## src/hmcs_pkg.sv

```systemverilog
// Types, constants and helpers shared by the height map contrast stretch unit.
`default_nettype none
package hmcs_pkg;

    // Width of one elevation sample.
    localparam int SAMPLE_WIDTH = 16;

    // Full-scale gray level and frame dimension limits.
    localparam logic [7:0] GRAY_FULL = 8'd255;
    localparam logic [7:0] DIM_MAX   = 8'd128;
    localparam logic [7:0] DIM_MIN   = 8'd1;
    localparam logic [7:0] DIM_RESET = 8'd100;

    // Configuration register indexes.
    localparam logic [7:0] CFG_NUM_ROWS    = 8'd0;
    localparam logic [7:0] CFG_NUM_COLUMNS = 8'd1;

    // Input item function codes.
    localparam logic FUNC_LOAD  = 1'b0;
    localparam logic FUNC_FETCH = 1'b1;

    // Quotient bits produced by the serial divider, one per cycle.
    localparam int DIV_STEPS  = 8;
    localparam int STEP_WIDTH = 3;
    localparam logic [STEP_WIDTH-1:0] STEP_FIRST = 3'd7;
    localparam logic [STEP_WIDTH-1:0] STEP_LAST  = 3'd0;

    typedef struct packed {
        logic                           func;
        logic signed [SAMPLE_WIDTH-1:0] height;
    } in_t;

    typedef struct packed {
        logic [7:0]                     gray;
        logic                           pixel_valid;
        logic                           pixel_last;
        logic signed [SAMPLE_WIDTH-1:0] max_value;
        logic signed [SAMPLE_WIDTH-1:0] min_value;
        logic [6:0]                     max_row;
        logic [6:0]                     max_col;
        logic [6:0]                     min_row;
        logic [6:0]                     min_col;
    } out_t;

    typedef enum logic [1:0] {
        ST_IDLE,
        ST_PREP,
        ST_DIV,
        ST_FINISH
    } state_t;

    // Commands from the controller to the datapath.
    typedef struct packed {
        logic                  load_en;
        logic                  fetch_en;
        logic                  prep_en;
        logic                  div_en;
        logic [STEP_WIDTH-1:0] div_step;
        logic                  out_load;
    } ctrl_t;

    // Status from the datapath to the controller.
    typedef struct packed {
        logic in_func;
        logic frame_full;
        logic out_free;
    } stat_t;

    // A dimension of zero counts as one, anything above the limit as the limit.
    function automatic logic [7:0] clamp_dim(input logic [7:0] d);
        logic [7:0] r;
        if (d == 8'd0) begin
            r = DIM_MIN;
        end else if (d > DIM_MAX) begin
            r = DIM_MAX;
        end else begin
            r = d;
        end
        return r;
    endfunction

endpackage
`default_nettype wire

```

## src/hmcs_ctrl.sv

```systemverilog
// Controller: sequences loads, fetches and the serial divide.
`default_nettype none
module hmcs_ctrl (
    input  wire logic            aclk,
    input  wire logic            aresetn,
    input  wire logic            s_valid,
    output logic                 s_ready,
    input  wire hmcs_pkg::stat_t stat,
    output hmcs_pkg::ctrl_t      ctrl
);

    hmcs_pkg::state_t state_reg, state_next;
    logic [hmcs_pkg::STEP_WIDTH-1:0] step_reg, step_next;

    // State and divide step registers.
    always_ff @(posedge aclk) begin
        if (!aresetn) begin
            state_reg <= hmcs_pkg::ST_IDLE;
            step_reg  <= hmcs_pkg::STEP_FIRST;
        end else begin
            state_reg <= state_next;
            step_reg  <= step_next;
        end
    end

    // Next state.
    always_comb begin
        state_next = state_reg;
        step_next  = step_reg;
        case (state_reg)
            hmcs_pkg::ST_IDLE: begin
                if (s_valid && stat.in_func == hmcs_pkg::FUNC_FETCH) begin
                    state_next = stat.frame_full ? hmcs_pkg::ST_PREP : hmcs_pkg::ST_FINISH;
                end
            end
            hmcs_pkg::ST_PREP: begin
                state_next = hmcs_pkg::ST_DIV;
                step_next  = hmcs_pkg::STEP_FIRST;
            end
            hmcs_pkg::ST_DIV: begin
                if (step_reg == hmcs_pkg::STEP_LAST) begin
                    state_next = hmcs_pkg::ST_FINISH;
                end else begin
                    step_next = step_reg - hmcs_pkg::STEP_WIDTH'(1);
                end
            end
            hmcs_pkg::ST_FINISH: begin
                if (stat.out_free) begin
                    state_next = hmcs_pkg::ST_IDLE;
                end
            end
            default: begin
                state_next = hmcs_pkg::ST_IDLE;
            end
        endcase
    end

    // Outputs.
    always_comb begin
        s_ready       = 1'b0;
        ctrl          = '0;
        ctrl.div_step = step_reg;
        case (state_reg)
            hmcs_pkg::ST_IDLE: begin
                s_ready       = 1'b1;
                ctrl.load_en  = s_valid && stat.in_func == hmcs_pkg::FUNC_LOAD;
                ctrl.fetch_en = s_valid && stat.in_func == hmcs_pkg::FUNC_FETCH;
            end
            hmcs_pkg::ST_PREP: begin
                ctrl.prep_en = 1'b1;
            end
            hmcs_pkg::ST_DIV: begin
                ctrl.div_en = 1'b1;
            end
            hmcs_pkg::ST_FINISH: begin
                ctrl.out_load = stat.out_free;
            end
            default: begin
                s_ready = 1'b0;
            end
        endcase
    end

endmodule
`default_nettype wire

```

## config.mk

```make
export PLATFORM = sky130hd
export DESIGN_NAME = hmcs_ctrl
export DESIGN_NICKNAME = d
export VERILOG_FILES = /design/src/hmcs_pkg.sv /design/src/hmcs_ctrl.sv
export SDC_FILE = /design/constraint.sdc
export NUM_CORES = 1
export LEC_CHECK = 0
export ABC_CLOCK_PERIOD_IN_PS = 2750
export BUFFER_PORTS_ARGS = -buffer_cell sky130_fd_sc_hd__buf_2
export CORE_AREA = 8 8 45 47
export DETAILED_ROUTE_END_ITERATION = 10
export DIE_AREA = 0 0 53 55
export PLACE_DENSITY_LB_ADDON = 0.08
export SYNTH_ARGS = -nofsm -noshare
export SYNTH_HDL_FRONTEND = slang
export SYNTH_SLANG_ARGS = --single-unit
```

## constraint.sdc

```tcl
create_clock -name aclk -period 2.75 [get_ports aclk]
set_clock_uncertainty 0.05 [all_clocks]
set_input_delay 0 -clock aclk [delete_from_list [all_inputs] [get_ports aclk]]
set_output_delay 0 -clock aclk [all_outputs]
set_load 0.1 [all_outputs]
```

==> results.txt <==
Slew Viols, Final = 0
Post-CTS Setup Inserts = 0
largest net degree at the start of global routing = 10
Register-to-Register Setup Slack = 1180 ps
met3 GRT Util = 5.88%
Max Buffers Root-to-Sink = 2
DRT Pass-1 Iters = 4
routability cong. = 0.666
GRT met2 Usage = 11.5%
Reg clk slew, reported paths = 40 ps
Initial Utilization = 27.2%
Ys Warns = 0
TritonCTS buffer count = 3
post-synthesis mux area share = 5.32%
Yosys reg bits = 5
crit path kind = flop to flop
Mapped Area = 377 µm²
max_cap viols = 0
Rel. slew slack = 67.6%
outcome = finished clean
Vias = 354
CP arrival = 1650 ps
most frequent cells in the layout = buf_2 (14), ha_1 (7), inv_1 (5), nand2_1 (5), dfxtp_1 (5)
critical path capture point type = flop
main combinational cell family by area after synthesis = adder cells
Synth Area in Adders = 23.3%
top cells by area, synth = dfxtp_1 (27%), ha_1 (23%), mux2i_1 (5.3%), inv_1 (5.0%), nand2_1 (5.0%)
Worst-Skew Late Latency = 240 ps
HP Class = primary input to flop
worst slew pin tran = 489 ps
via/cell ratio = 4.60
setup violators final = 0
dominant cell type by area after synthesis = dfxtp_1
Post-DRT Antenna Nets = 0
Avg Synthesized Cell Area = 8.97 µm²
I/O Buffers = 14
hpwl dp = 725 µm
Syn Nets = 55
Compound-Gate Fraction of Synth Area = 16.6%
initial drt markers = 8
Nets = 75
H-tree levels = 1
initial antenna violation count = 0
Die X = 53 µm
Max Fclk = 0.638 GHz
die area = 2920 µm²
Seq/Total Area, Yosys = 26.6%
met1 Track Usage GR = 4.71%
CTS tree = done
final hold vios = 0
max FFs per register = 3
post-synth top area share = 26.6%
ant diodes = 0
hold_buf cts = 1
final critical-path required period = 1570 ps
Unique masters post-synth = 19
vias in the first global route = 323
CTS root buffer = clkbuf_4
post-cts resize count = 0
DRC = 0
clock sinks = 5
Synth-to-Final Area Change = 33.6%
FP Rows = 14
Most Crowded Layer GR = met2
worst-path fanout max = 9
Synth Area in XOR/XNOR = 0%
I/O pin cnt = 15
Die Y = 55 µm
total track usage = 6.45%
startpoint types = flop
final global-route overflow total = 0
RSZ-0062 raised after global routing = no
share of layout cells above drive strength 1 = 32.8%
Post-Syn Instances = 42
Critical Path RT = 2830 ps
period utilization = 57.0%
Synth Area in Simple Gates = 23.3%
post-route setup TNS = 0 ps
global-route wire length before repair = 1.29 mm
commonest non-fill, non-tap cell in the layout = buf_2
Routed wire per std cell = 11.0 µm
final wirelength = 848 µm
core area = 1380 µm²
## worst max-delay path: stages, from the launching register on
cell and delay, ps:
dfxtp_1 370, inv_1 100, ha_1 300, or2_0 240, a221o_1 270, o211a_1 130
## layer usage
layer  share of wire, %  vias to the layer above  routed length, µm
met1                 41                      157                349
met3                 11                        0                 93
met4                  0                        0                  0
met2                 48                       10                405
li1                   -                      187                  -
met5                  0                        -                  0
## path summary, 6_finish.rpt
check | end | depth (start not counted) | startpoint
max | state_reg[0]$_SDFFE_PN0P_ | 5 | state_reg[0]$_SDFFE_PN0P_
min | state_reg[1]$_SDFFE_PN0P_ | 4 | stat[1]
min reg2reg | state_reg[1]$_SDFFE_PN0P_ | 2 | state_reg[1]$_SDFFE_PN0P_
max reg2reg | state_reg[0]$_SDFFE_PN0P_ | 5 | state_reg[0]$_SDFFE_PN0P_
## through the flow
| step | hold slack (ps) | cells | util (%) | worst slack (ps) | cell area (µm²) |
|---|---|---|---|---|---|
| 6_report | 15.8 | 77 | 36.3 | 1180 | 503 |
| 3_3_place_gp | 198 | 72 | 33.7 | 1200 | 467 |
| 4_1_cts | 16.6 | 77 | 36.3 | 1180 | 503 |
| 3_5_place_dp | 191 | 72 | 33.7 | 1190 | 467 |
| 2_1_floorplan | 26.2 | 42 | - | 47.4 | 377 |
| 5_1_grt | 13.7 | 77 | 36.3 | 1050 | 503 |
## synth_stat cells, drive strengths merged
library cell / n
ha: 7
dfxtp: 5
inv: 5
nand2: 5
and3: 3
a211oi: 2
mux2i: 2
nor2: 2
o21ai: 2
a221o: 1
a222oi: 1
and2: 1
nand2b: 1
nand3b: 1
nor2b: 1
o211a: 1
o211ai: 1
or2: 1
## area by class of cell
cell class | count | area (µm²)
inverter | 5 | 18.8
timing repair buffer | 15 | 80.1
tap | 16 | 20.0
sequential | 5 | 100
multi-input combinational | 32 | 258
clock buffer | 4 | 26.3
fill | 151 | 881
## logic make-up (layout without fill, tap and decap cells)
family,Yosys count,in the layout
AOI/OAI and AO/OA,8,8
adders and majority gates,7,7
buffers and inverters,5,24
DFF,5,5
muxes,2,2
and+or+nand+nor,15,15
Power is not shown: default switching activity piles up to over one toggle a cycle in this logic, so the estimate is an artifact.
